--- src/hdl/assert_macros.svh ---
// ----------------------------------------------------------------------------
// assert_macros.svh
// Concurrent assertion shorthands, clocked on clk, disabled during reset.
// ----------------------------------------------------------------------------
`ifndef ASSERT_MACROS_SVH
`define ASSERT_MACROS_SVH

// same-cycle implication
`define ASSERT_SAME(label, ante, cons, msg) \
	label: assert property (@(posedge clk) disable iff (!arst_n) (ante) |-> (cons)) \
		else $error(msg);

// next-cycle implication
`define ASSERT_NEXT(label, ante, cons, msg) \
	label: assert property (@(posedge clk) disable iff (!arst_n) (ante) |=> (cons)) \
		else $error(msg);

`endif

--- src/hdl/cgth_pkg.sv ---
// ----------------------------------------------------------------------------
// cgth_pkg
// Shared constants, register map and controller/datapath interface types.
// ----------------------------------------------------------------------------
package cgth_pkg;

	// defaults for top-level parameters
	localparam int MAX_BINS_DEF   = 1024;
	localparam int COUNT_BITS_DEF = 32;

	// command codes on the request
	localparam logic [1:0] CMD_EVENT = 2'd0;
	localparam logic [1:0] CMD_READ  = 2'd1;
	localparam logic [1:0] CMD_CLEAR = 2'd2;

	// configuration port
	localparam int CFG_IDX_W  = 3;
	localparam int CFG_DATA_W = 21;

	localparam logic [CFG_IDX_W-1:0] REG_NUM_BINS = 3'd0;
	localparam logic [CFG_IDX_W-1:0] REG_HIST_MIN = 3'd1;
	localparam logic [CFG_IDX_W-1:0] REG_HIST_MAX = 3'd2;
	localparam logic [CFG_IDX_W-1:0] REG_LOW_THR  = 3'd3;
	localparam logic [CFG_IDX_W-1:0] REG_HIGH_THR = 3'd4;
	localparam logic [CFG_IDX_W-1:0] REG_SUM_LOW  = 3'd5;
	localparam logic [CFG_IDX_W-1:0] REG_SUM_HIGH = 3'd6;

	// register reset values
	localparam logic [10:0]        RST_NUM_BINS = 11'd1024;
	localparam logic signed [20:0] RST_HIST_MIN = 21'sd0;
	localparam logic signed [20:0] RST_HIST_MAX = 21'sd640000;
	localparam logic [16:0]        RST_LOW_THR  = 17'd0;
	localparam logic [16:0]        RST_HIGH_THR = 17'd65536;
	localparam logic [14:0]        RST_SUM_LOW  = 15'd950;
	localparam logic [14:0]        RST_SUM_HIGH = 15'd1090;

	// energy calibration, Q.16 keV
	localparam int E_W = 33;
	localparam logic [31:0] CAL_A_GAIN = 32'd7804;
	localparam logic [31:0] CAL_B_GAIN = 32'd7582;
	localparam logic signed [E_W-1:0] CAL_OFS = 33'sd3093299;  // 1238630 + 1854669

	// time scaled by 17: D = (q - 11250) * 200, edges * 17
	localparam int T_W = 28;
	localparam int D_W = 26;
	localparam logic signed [T_W-1:0] T_OFS   = 28'sd11250;
	localparam logic signed [T_W-1:0] T_SCALE = 28'sd200;
	localparam logic signed [T_W-1:0] T_DEN   = 28'sd17;

	// controller -> datapath
	typedef struct packed {
		logic load;
		logic calc;
		logic gate;
		logic mul;
		logic div_step;
		logic bin_load;
		logic rd_rb;
		logic ev_wr;
		logic res_rd;
		logic res_zero;
		logic clr_step;
	} cgth_cmd_t;

	// datapath -> controller
	typedef struct packed {
		logic pass;
		logic edge_bin;
		logic clr_last;
	} cgth_stat_t;

endpackage

--- src/hdl/cgth_ctrl.sv ---
// ----------------------------------------------------------------------------
// cgth_ctrl
// Controller FSM: sequences requests, divider steps and the clearing sweep.
// ----------------------------------------------------------------------------
module cgth_ctrl import cgth_pkg::*; #(
	parameter int MAX_BINS = MAX_BINS_DEF
) (
	input  logic       clk,
	input  logic       arst_n,
	input  logic       start,
	input  logic [1:0] cmd_in,
	input  cgth_stat_t stat,
	output cgth_cmd_t  cmd,
	output logic       busy,
	output logic       done
);

	localparam int NB_W  = $clog2(MAX_BINS + 1);
	localparam int CNT_W = $clog2(NB_W + 1);

	typedef enum logic [3:0] {
		ST_CLR,
		ST_IDLE,
		ST_CALC,
		ST_GATE,
		ST_MUL,
		ST_DIV,
		ST_BIN,
		ST_EVRD,
		ST_EVWR,
		ST_RDRQ,
		ST_RDOUT,
		ST_ZERO
	} state_t;

	state_t           state_q;
	logic [CNT_W-1:0] div_cnt_q;
	logic             clr_resp_q;
	logic             div_last;

	assign div_last = div_cnt_q == CNT_W'(NB_W - 1);

	always_ff @(posedge clk or negedge arst_n) begin
		if (!arst_n) begin
			state_q    <= ST_CLR;
			div_cnt_q  <= '0;
			clr_resp_q <= 1'b0;
			done       <= 1'b0;
		end else begin
			done <= 1'b0;
			case (state_q)
				ST_CLR: begin
					if (stat.clr_last) begin
						state_q    <= ST_IDLE;
						done       <= clr_resp_q;
						clr_resp_q <= 1'b0;
					end
				end
				ST_IDLE: begin
					if (start) begin
						case (cmd_in)
							CMD_EVENT: state_q <= ST_CALC;
							CMD_READ:  state_q <= ST_RDRQ;
							CMD_CLEAR: begin
								state_q    <= ST_CLR;
								clr_resp_q <= 1'b1;
							end
							default:   state_q <= ST_ZERO;
						endcase
					end
				end
				ST_CALC: state_q <= ST_GATE;
				ST_GATE: begin
					if (!stat.pass) begin
						state_q <= ST_IDLE;
						done    <= 1'b1;
					end else if (stat.edge_bin) begin
						state_q <= ST_EVRD;
					end else begin
						state_q <= ST_MUL;
					end
				end
				ST_MUL: begin
					state_q   <= ST_DIV;
					div_cnt_q <= '0;
				end
				ST_DIV: begin
					div_cnt_q <= div_cnt_q + CNT_W'(1);
					if (div_last) begin
						state_q <= ST_BIN;
					end
				end
				ST_BIN:  state_q <= ST_EVRD;
				ST_EVRD: state_q <= ST_EVWR;
				ST_EVWR, ST_RDOUT, ST_ZERO: begin
					state_q <= ST_IDLE;
					done    <= 1'b1;
				end
				ST_RDRQ: state_q <= ST_RDOUT;
				default: state_q <= ST_IDLE;
			endcase
		end
	end

	always_comb begin
		cmd          = '0;
		cmd.load     = (state_q == ST_IDLE) && start;
		cmd.calc     = state_q == ST_CALC;
		cmd.gate     = state_q == ST_GATE;
		cmd.mul      = state_q == ST_MUL;
		cmd.div_step = state_q == ST_DIV;
		cmd.bin_load = state_q == ST_BIN;
		cmd.rd_rb    = state_q == ST_RDRQ;
		cmd.ev_wr    = state_q == ST_EVWR;
		cmd.res_rd   = state_q == ST_RDOUT;
		cmd.clr_step = state_q == ST_CLR;
		cmd.res_zero = ((state_q == ST_GATE) && !stat.pass) || (state_q == ST_ZERO)
			|| ((state_q == ST_CLR) && stat.clr_last && clr_resp_q);
	end

	assign busy = state_q != ST_IDLE;

endmodule

--- config.mk ---
export PLATFORM = sky130hd
export DESIGN_NAME = cgth_ctrl
export DESIGN_NICKNAME = d
export VERILOG_FILES = /design/src/hdl/assert_macros.svh /design/src/hdl/cgth_pkg.sv /design/src/hdl/cgth_ctrl.sv
export SDC_FILE = /design/constraint.sdc
export NUM_CORES = 1
export LEC_CHECK = 0
export BUFFER_PORTS_ARGS = -buffer_cell sky130_fd_sc_hd__buf_2
export CORE_MARGIN = 4
export CORE_UTILIZATION = 49
export DETAILED_ROUTE_END_ITERATION = 7
export PLACE_DENSITY = 0.76
export SETUP_SLACK_MARGIN = 0.3
export SYNTH_ARGS = -nofsm -noshare
export SYNTH_HDL_FRONTEND = slang
export SYNTH_SLANG_ARGS = --single-unit
--- constraint.sdc ---
create_clock -name clk -period 1.66 [get_ports clk]
set_input_delay 0.166 -clock clk [delete_from_list [all_inputs] [get_ports clk]]
set_output_delay 0.166 -clock clk [all_outputs]
set_load 0.01 [all_outputs]
Word-level counts from Yosys, hierarchy flattened
Index checks and enable logic that the tools add are counted.
- bits in registers: 10
- input port bits: 8
- output and inout bits: 13
- $add $sub $neg: 1
- eq/ne operators: 19
- muxes and demuxes: 15
- reductions and logical operators: 14
- operators by type and width (operator ; number):
    one-hot mux 4 bit (9 select lines) ; 1
    equality test 4 bit (second input constant) ; 5
    equality test 4 x 3 -> 1 bit (second input constant) ; 4
    two-way mux 4 bit ; 3
    one-hot mux 4 bit (3 select lines) ; 1
    equality test 4 x 2 -> 1 bit (second input constant) ; 2
    one-hot mux 4 bit (2 select lines) ; 1
    two-way mux 1 bit ; 5
    adder 4 x 1 -> 4 bit (second input constant) ; 1
    equality test 4 x 1 -> 1 bit (second input constant) ; 1
    logical AND 1 bit ; 4
    zero test 4 bit ; 1
    != test 2 x 1 -> 1 bit (second input constant) ; 2
    != test 2 bit (second input constant) ; 2
    != test 4 x 1 -> 1 bit (second input constant) ; 1
    AND reduction 4 bit ; 1
    nonzero test 2 bit ; 2
    two-way mux 3 bit ; 1
    one-hot mux 1 bit (3 select lines) ; 1
    AND reduction 3 bit ; 1
    OR reduction 3 bit ; 1
    equality test 2 x 1 -> 1 bit (second input constant) ; 1
    equality test 2 bit (second input constant) ; 1
    zero test 2 bit ; 1
    other kinds (4) ; 5

Depth between registers and ports, before layout
Gate-level depths: netlist (run 1).
- depth in word-level cells: 4
- gate-level depth with buffers: 5
- depth with buffers taken out: 5

Worst setup path after synthesis (run 1)
No wires, ideal clock.
- path kind: register to register
- start: reg state_q[0]
- end: reg clr_resp_q
- arrival: 1.355 ns
- slack: 0.184 ns
- stages on the path, launching flop included: 4
- clock period less this slack: 1.476 ns
- cells stage by stage: dfrtp_1 -> nor4_4 -> mux2_1 -> a22o_1
- RTL lines (element ; line ; text):
    from (decl) ; cgth_ctrl.sv:36 ; state_t state_q;
    from (signal assigned) ; cgth_ctrl.sv:45 ; state_q <= ST_CLR;
    from (signal assigned) ; cgth_ctrl.sv:54 ; state_q <= ST_IDLE;
    from (signal assigned) ; cgth_ctrl.sv:62 ; CMD_EVENT: state_q <= ST_CALC;
    to (signal assigned) ; cgth_ctrl.sv:47 ; clr_resp_q <= 1'b0;
    to (signal assigned) ; cgth_ctrl.sv:56 ; clr_resp_q <= 1'b0;
    to (signal assigned) ; cgth_ctrl.sv:66 ; clr_resp_q <= 1'b1;
    to (decl) ; cgth_ctrl.sv:38 ; logic clr_resp_q;

==> reports/results.txt, run 1 <==
Setup violators final -> 0
Height of the die -> 46.75 µm
Worst Hold Class -> input port to flop
Syn_area_per_cell -> 8.758 µm²
Fin nets -> 137
#FFs+latches synth -> 10
Worst Slack Setup Final -> 0.05260 ns
Busiest layer in global routing -> met2
CTS Buf Count -> 3
Initial antenna violation count -> 0
Post-DP HPWL -> 1204 µm
Post-synth cell types -> 29
GRT Total Usage -> 18.16%
Maximum VDD drop -> 1046 µV
Synth Cell Area -> 735.7 µm²
Largest net degree at the start of global routing -> 14
Max-slew violations -> 0
Hold Vio Cnt, Final -> 0
WP data arrival -> 1.44 ns
CTS Buffer Depth -> 2
Wirelength per Cell -> 16.69 µm
Worst setup EP type -> output port
Post-DRT Antenna Nets -> 0
CTS root buffer -> clkbuf_4
Die Width -> 46.75 µm
Crit path max fanout -> 2
Worst EP required -> 1.49 ns
Max H-tree Level -> 1
Most common cell after layout, fill and taps aside -> buf_2
Met3 usage -> 1.149%
Clock sinks -> 10
Met2 Track Usage GR -> 32.69%
Vias per cell -> 5.986
Final min period -> 1.607 ns
CTS tree -> built
Routed vias -> 826
F_max -> 0.6221 GHz
Clock Pin Slew Worst Setup and Hold Paths -> 0.08 ns
Routing usage on met1 -> 20.66%
Syn Nets -> 97
Leakage Power -> 0.5701 nW
Share of layout cells above drive strength 1 -> 52.85%
Die area -> 2186 µm²
Final period utilization -> 96.83%
Synth Flop Type -> dfrtp_1
Post-layout util -> 86.93%
EDFF count, synth -> 0
Yosys warns -> 0
Max-slew headroom -> 69.86%
DP Worst Slack -> 0.2090 ns
Post-synth ARST share -> 100.0%
Pre-Repair DR Iteration Count -> 4
Vias in the first global route -> 677
Most frequent cells in the layout -> buf_2, buf_6, buf_4, dfrtp_1, nand2_1
Pwr/cell area -> 1812 nW/µm²
Clk_lat worst skew -> 0.27 ns
First-pass GRT wire length -> 2773 µm
RSZ-0062 raised after global routing -> yes
WL final -> 2303 µm
Violation count after the first detailed-route iteration -> 28
N_diodes -> 0
Grt ovf -> 0
Synth Instances -> 84
# IOs -> 21
Critical path type -> flop to output port
Worst Tran Pin Value -> 0.4464 ns
GP Congestion -> 0.7754
Core ar. -> 1350 µm²
Status -> finished, final reports clean
Max cap viols -> 0
CP Launch Type -> flop
Total power -> 2.127 mW
Clk_skew -> 0.01031 ns
DR DRC count -> 0
Synthesis-to-layout area growth -> 59.52%
IO buf count -> 20
# rows -> 13
Initial Util -> 54.49%
Sequential element share of the synthesized area -> 34.01%
## sequential cells by signal, summed over array words and instances (netlist names)
register	flops
state_q	4
div_cnt_q	4
done	1
clr_resp_q	1
## logic make-up (layout without fill, tap and decap cells)
logic type,after synthesis,in the layout,synth area share (%)
AO/OA/AOI/OAI,18,18,17.01
adder cells (fa/ha/maj),5,5,8.503
buffers and inverters,10,49,5.612
flip-flops,10,10,34.01
multiplexers,3,3,4.592
AND/OR/NAND/NOR,38,38,30.27
## synthesized netlist by cell type, types with 3 or more instances
| library cell | count | area (µm²) |
|---|---|---|
| ha_1 | 5 | 62.56 |
| o31ai_1 | 3 | 22.52 |
| buf_2 | 3 | 15.01 |
| nor2_1 | 7 | 26.28 |
| nand2_1 | 6 | 22.52 |
| nand2b_1 | 8 | 50.05 |
| nor3_1 | 4 | 20.02 |
| inv_1 | 5 | 18.77 |
| a21oi_1 | 4 | 20.02 |
| a22o_1 | 3 | 26.28 |
| nand3b_1 | 4 | 30.03 |
| dfrtp_1 | 10 | 250.2 |
## power by group
group	total, mW	internal, mW	switching (mW)	leakage (nW)
clock network	0.229	0.133	0.0957	0.0210
logic	1.41	0.766	0.648	0.435
registers	0.484	0.354	0.131	0.114
## layer usage
layer / vias up / wire length (µm)
li1: 384 / -
met1: 399 / 929
met2: 30 / 1174
met3: 13 / 100
met4: 0 / 99
met5: - / 0
## path summary, 6_finish.rpt
check / cells past startpoint / slack, ns / endpoint / from
min in group asynchronous: 2 / 0.29 / div_cnt_q[2] / arst_n
worst max register to register: 4 / 0.11 / clr_resp_q / state_q[0]
max in group asynchronous: 2 / 1.14 / state_q[2] / arst_n
worst min register to register: 2 / 0.54 / div_cnt_q[1] / div_cnt_q[1]
worst max-delay path: 4 / 0.05 / cmd[1] / state_q[0]
worst min-delay path: 3 / 0.22 / state_q[0] / stat[0]
## timing repair
action	CTS	global route
resized for setup	12	21
setup buffers	4	9
setup endpoints to repair	14	18
hold endpoints to repair	10	0
pin swaps	4	9
cloned	0	1
hold buffers	1	0
## per-stage QoR
step / setup TNS (ns) / cell area, µm² / hold slack, ns / instances
3_5_place_dp: 0 / 869.6 / 0.04143 / 119
6_report: 0 / 1174 / 0.2162 / 138
3_3_place_gp: 0 / 869.6 / 0.03578 / 119
2_1_floorplan: 0 / 735.7 / -0.1296 / 84
4_1_cts: 0 / 991.0 / 0.1471 / 128
5_1_grt: -0.01143 / 1174 / 0.2258 / 138
## critical path: stages (launching register included)
cell	delay (ns)
dfrtp_1	0.43
nor4_4	0.34
nand3_2	0.15
o31ai_2	0.08
buf_2	0.16
## layout make-up
| cell class | instances | area (µm²) |
|---|---|---|
| Multi-Input combinational cell | 64 | 525.5 |
| Timing Repair Buffer | 40 | 320.3 |
| Sequential cell | 10 | 254.0 |
| Fill cell | 75 | 176.4 |
| Clock buffer | 4 | 36.28 |
| Inverter | 5 | 18.77 |
| Tap cell | 15 | 18.77 |
No activity file was read; power rests on OpenSTA's default activity.
==> inputs of run 2 (changes only) <==
--- a/config.mk
+++ b/config.mk
@@ -6,7 +6,6 @@
 export NUM_CORES = 1
 export LEC_CHECK = 0
 export BUFFER_PORTS_ARGS = -buffer_cell sky130_fd_sc_hd__buf_2
-export CORE_MARGIN = 4
 export CORE_UTILIZATION = 49
 export DETAILED_ROUTE_END_ITERATION = 7
 export PLACE_DENSITY = 0.76
==> run 2 against run 1 <==
Against the previous run: critical path depth is the same; worst hold slack lost 0.030 ns; sequential power grew 0.8%; sequential share of layout area shrank 1.8 points; clock power shrank 19%; register-to-register slack lost 0.02 ns; critical endpoint unchanged; highest routed layer unchanged.
==> reports/results.txt, run 2 (same netlist as run 1, synthesis figures left out) <==
Fin nets -> 142 (+3.6%)
Worst Hold Class -> input port to flop
Most common cell after layout, fill and taps aside -> buf_2
RSZ-0062 raised after global routing -> yes
Post-DRT Antenna Nets -> 0 (unchanged)
CP Launch Type -> flop
Critical path type -> flop to output port
Crit-path slowest cell -> dfrtp_1
CP delay by family, top -> simple AND/OR/NAND/NOR gates
R2R setup slack -> 0.09 ns (-0.02 ns)
Leakage Power -> 0.6177 nW (+8.4%)
Worst Slack Setup Final -> 0.03715 ns (-0.01545 ns)
First-pass GRT wire length -> 2994 µm (+8.0%)
Final period utilization -> 97.76% (+0.93 points)
Share of layout cells above drive strength 1 -> 59.06% (+6.2 points)
Clock Pin Slew Worst Setup and Hold Paths -> 0.07 ns (about the same)
Post-DP HPWL -> 1191 µm (-1.1%)
DP Worst Slack -> 0.2053 ns (-0.003710 ns)
Hold Vio Cnt, Final -> 0 (unchanged)
Vias in the first global route -> 707 (+4.4%)
F_max -> 0.6162 GHz (-0.95%)
Synthesis-to-layout area growth -> 73.98%
WP depth -> 4 (unchanged)
Hold Path Stages -> 3 (unchanged)
Routed vias -> 924 (+12%)
Biggest registers after layout -> div_cnt_q: 4 flops, state_q: 4 flops
Max cap viols -> 0 (unchanged)
# rows -> 13 (unchanged)
Worst EP required -> 1.49 ns (about the same)
Hold wc startpoint -> stat[0]
Initial Util -> 54.49% (unchanged)
Worst reg2reg path startpoint -> state_q[0]
Vias per cell -> 6.507 (+8.7%)
Setup tns final -> 0 ns (unchanged)
IO buf count -> 20 (unchanged)
GP Congestion -> 0.7073 (-8.8%)
Largest net degree at the start of global routing -> 15 (+1)
Worst R2R Path Depth -> 4 (unchanged)
Grt ovf -> 0 (unchanged)
CP max stage delay -> 0.43 ns (about the same)
Die area -> 1661 µm² (-24%)
CP bufs+invs -> 1 (unchanged)
Initial antenna violation count -> 0 (unchanged)
CTS tree -> built
Die Width -> 40.75 µm (-13%)
# IOs -> 21 (unchanged)
Max H-tree Level -> 1 (unchanged)
GRT Total Usage -> 28.56% (+10 points)
Crit path max fanout -> 2 (unchanged)
Crit path cell chain -> nor4_4, nand3_2, o31ai_1, buf_2
Clk_skew -> 0.0007412 ns (-0.009566 ns)
Max-slew headroom -> 80.18% (+10 points)
Height of the die -> 40.75 µm (-13%)
Most frequent cells in the layout -> buf_2, buf_4, buf_6, dfrtp_1
CTS Buf Count -> 3 (unchanged)
Pwr/cell area -> 1929 nW/µm² (+6.4%)
Core ar. -> 1350 µm² (unchanged)
DR DRC count -> 0 (unchanged)
Status -> finished, final reports clean
Pre-Repair DR Iteration Count -> 4 (unchanged)
CTS Buffer Depth -> 2 (unchanged)
Violation count after the first detailed-route iteration -> 61 (+120%)
Maximum VDD drop -> 1325 µV (+27%)
Clk_lat worst skew -> 0.28 ns (about the same)
Post-route cell area -> 1280 µm² (+9.1%)
Worst hold margin -> 0.1859 ns (-0.03036 ns)
Max-slew violations -> 0 (unchanged)
Worst setup EP type -> output port
Final min period -> 1.623 ns (+0.01545 ns)
Worst hold endpoint -> state_q[0]
Setup violators final -> 0 (unchanged)
Wirelength per Cell -> 23.31 µm (+40%)
WP data arrival -> 1.46 ns (+0.02 ns)
Worst Tran Pin Value -> 0.2932 ns (-0.1532 ns)
Clock sinks -> 10 (unchanged)
CTS root buffer -> clkbuf_4
WL final -> 3310 µm (+44%)
End of the worst register-to-register path -> clr_resp_q
DP Area -> 862.1 µm² (-0.86%)
N_diodes -> 0 (unchanged)
## run 2: worst min-delay path, delay by kind of cell
kind / cells / cell delay [ns]
AOI/OAI and AO/OA: 1 / 0.06
buffers and inverters: 2 / 0.20
## run 2: timing repair
action | 4_1_cts | 5_1_grt
setup buffers | 13 | 5
hold buffers | 1 | 0
pin swaps | 5 | 11
hold endpoints to repair | 10 | 0
endpoints found under the setup margin | 14 | 18
gates resized for setup | 19 | 27
cloned | 1 | 1
## run 2: where the power goes
group	internal, mW	switching (mW)
clock	0.0843	0.101
sequential	0.353	0.135
combinational	0.934	0.862
## run 2: through the flow
stage	power, mW	util (%)	instances
after detailed placement	1.304	63.86	118
after global placement	1.282	63.86	118
after CTS	1.869	79.52	136
after global routing	2.556	94.81	142
after floorplan	1.049	-	84
final	2.469	94.81	142
## run 2: layout make-up
type	count	area [µm²]
multi-input combinational	64	606.8
timing repair buffer	45	359.1
sequential	10	254.0
fill	36	70.07
clock buffer	3	22.52
inverter	5	18.77
tap	15	18.77
## run 2: layer usage
metal  track usage, %  wire, µm
met1            32.11      1197
met2            51.98      1638
met5                0         0
met3            3.261       313
met4            15.00       160
## run 2: worst max path at each step
| stage | start | end |
|---|---|---|
| 3_3_place_gp | state_q[1] | clr_resp_q |
| 3_5_place_dp | state_q[0] | clr_resp_q |
| 5_1_grt | state_q[2] | cmd[10] |
| 6_report | state_q[0] | cmd[1] |
| 2_1_floorplan | state_q[0] | clr_resp_q |
| 4_1_cts | state_q[2] | cmd[1] |
==> inputs of run 3 (changes only) <==
--- a/config.mk
+++ b/config.mk
@@ -6,10 +6,13 @@
 export NUM_CORES = 1
 export LEC_CHECK = 0
 export BUFFER_PORTS_ARGS = -buffer_cell sky130_fd_sc_hd__buf_2
-export CORE_UTILIZATION = 49
+export CORE_UTILIZATION = 52
+export CTS_BUF_LIST = sky130_fd_sc_hd__clkbuf_2 sky130_fd_sc_hd__clkbuf_4 sky130_fd_sc_hd__clkbuf_8
 export DETAILED_ROUTE_END_ITERATION = 7
-export PLACE_DENSITY = 0.76
+export PLACE_DENSITY = 0.8
+export RECOVER_POWER = 25
 export SETUP_SLACK_MARGIN = 0.3
 export SYNTH_ARGS = -nofsm -noshare
 export SYNTH_HDL_FRONTEND = slang
 export SYNTH_SLANG_ARGS = --single-unit
+export TNS_END_PERCENT = 1
==> run 3 against run 2 <==
Against the previous run: die area shrank 5.5%; clock power grew 21%; combinational power shrank 43%; count of clock-buffer cells in the layout grew 1; largest power group unchanged.
==> reports/results.txt, run 3 (same netlist as run 1, synthesis figures left out) <==
Max H-tree Level -> 1 (unchanged)
Fin nets -> 125 (-12%)
Pre-Repair DR Iteration Count -> 4 (unchanged)
Worst reg2reg path startpoint -> state_q[1]
Clock sinks -> 10 (unchanged)
Worst hold endpoint -> state_q[0]
Most common cell after layout, fill and taps aside -> buf_2
First-pass GRT wire length -> 2518 µm (-16%)
Grt ovf -> 0 (unchanged)
# fillers -> 89 (+150%)
WL final -> 1819 µm (-45%)
Worst hold margin -> 0.1652 ns (-0.02070 ns)
Max-slew headroom -> 62.71% (-17 points)
Worst EP required -> 1.49 ns (about the same)
Clock Pin Slew Worst Setup and Hold Paths -> 0.07 ns (about the same)
CP Launch Type -> flop
Critical path type -> flop to output port
Die Width -> 39.62 µm (-2.8%)
Status -> finished, final reports clean
Hold Path Stages -> 3 (unchanged)
Worst R2R Path Depth -> 4 (unchanged)
Most frequent cells in the layout -> buf_2, dfrtp_1, nand2_1, nand2b_1
End of the worst register-to-register path -> clr_resp_q
Violation count after the first detailed-route iteration -> 27 (-56%)
R2R setup slack -> 0.15 ns (+0.06 ns)
Leakage Power -> 0.4789 nW (-22%)
Pwr/cell area -> 1747 nW/µm² (-9.4%)
Final min period -> 1.577 ns (-0.04629 ns)
CP max stage delay -> 0.47 ns (+0.04 ns)
Die area -> 1569 µm² (-5.5%)
Initial antenna violation count -> 0 (unchanged)
Initial Util -> 56.54% (+2.0 points)
Maximum VDD drop -> 976.6 µV (-26%)
Largest net degree at the start of global routing -> 15 (unchanged)
Max cap viols -> 0 (unchanged)
Clk_skew -> 0.004116 ns (+0.003375 ns)
WP data arrival -> 1.41 ns (-0.05 ns)
Share of layout cells above drive strength 1 -> 38.74% (-20 points)
Post-DP HPWL -> 1209 µm (+1.5%)
Routed vias -> 730 (-21%)
# rows -> 13 (unchanged)
Max-slew violations -> 0 (unchanged)
CTS tree -> built
Vias per cell -> 5.794 (-11%)
IO buf count -> 20 (unchanged)
Crit-path slowest cell -> dfrtp_2
FF/Latch Area -> 252.7 µm² (-0.49%)
Clk_lat worst skew -> 0.27 ns (about the same)
Worst Tran Pin Value -> 0.5593 ns (+0.2661 ns)
Hold wc startpoint -> stat[0]
Worst Hold Class -> input port to flop
CTS root buffer -> clkbuf_4
F_max -> 0.6343 GHz (+2.9%)
Biggest registers after layout -> div_cnt_q: 4 flops, state_q: 4 flops
Vias in the first global route -> 575 (-19%)
CTS Buf Count -> 3 (unchanged)
Synthesis-to-layout area growth -> 33.84%
GP Congestion -> 0.8251 (+17%)
Total power -> 1.721 mW (-30%)
Hold Vio Cnt, Final -> 0 (unchanged)
Worst setup EP type -> output port
Footprint of the multi-input gates -> 489.2 µm² (-19%)
Setup violators final -> 0 (unchanged)
N_diodes -> 0 (unchanged)
Wirelength per Cell -> 14.44 µm (-38%)
GRT Total Usage -> 24.20% (-4.4 points)
RSZ-0062 raised after global routing -> yes
Crit path cell chain -> or3b_4, nor2_1, buf_2
Core ar. -> 1301 µm² (-3.6%)
Height of the die -> 39.62 µm (-2.8%)
# IOs -> 21 (unchanged)
Crit path max fanout -> 8 (+6)
Post-DRT Antenna Nets -> 0 (unchanged)
CTS Buffer Depth -> 2 (unchanged)
DR DRC count -> 0 (unchanged)
Final period utilization -> 94.97% (-2.8 points)
Setup tns final -> 0 ns (unchanged)
==> run 3: worst max-delay path: cells and delay by family, from the launching register on <==
kind / cells / cell delay, ns
flip-flops: 1 / 0.47
buffers and inverters: 1 / 0.15
AND/OR/NAND/NOR: 2 / 0.52
==> run 3: where the power goes <==
| group | leakage (nW) | total [mW] | internal (mW) | switching (mW) |
|---|---|---|---|---|
| Clock | 0.0210 | 0.224 | 0.133 | 0.0907 |
| Combinational | 0.342 | 1.02 | 0.498 | 0.525 |
| Sequential | 0.116 | 0.474 | 0.351 | 0.123 |
==> run 3: layout make-up <==
type	count	share of cell area, %
Multi-Input combinational cell	64	49.68
Sequential cell	10	25.67
Timing Repair Buffer	28	17.15
Clock buffer	4	3.685
Inverter	5	1.906
Tap cell	15	1.906
==> run 3: timing repair <==
item	4_1_cts	5_1_grt
hold endpoints to repair	10	0
hold buffers	1	0
pin swaps	1	2
endpoints found under the setup margin	16	18
gates resized for setup	4	10
gates cloned	0	0
setup buffers	2	1
==> run 3: worst max-delay path by stage <==
| stage | slack (ns) | from | cells past startpoint | to |
|---|---|---|---|---|
| after floorplan | 0.18 | state_q[0] | 3 | clr_resp_q |
| after global placement | 0.26 | state_q[1] | 3 | clr_resp_q |
| after detailed placement | 0.22 | state_q[1] | 3 | clr_resp_q |
| after CTS | 0.07 | state_q[2] | 4 | cmd[1] |
| after global routing | 0.02 | state_q[1] | 4 | cmd[1] |
| final | 0.08 | state_q[2] | 3 | cmd[7] |
==> run 3: per-stage QoR <==
step | instance area, µm² | worst slack [ns] | utilization (%) | cells
6_report | 984.7 | 0.08344 | 75.67 | 126
5_1_grt | 984.7 | 0.01629 | 75.67 | 126
4_1_cts | 932.1 | 0.07409 | 71.63 | 125
3_5_place_dp | 862.1 | 0.2187 | 66.25 | 118
3_3_place_gp | 862.1 | 0.2629 | 66.25 | 118
2_1_floorplan | 735.7 | 0.1838 | - | 84
==> run 3: routing by layer <==
layer	vias to the layer above	global-route usage, %	wire [µm]
li1	353	-	-
met1	348	33.45	826
met2	29	38.11	908
met3	0	6.818	83
met4	0	2.586	0
met5	-	0	0
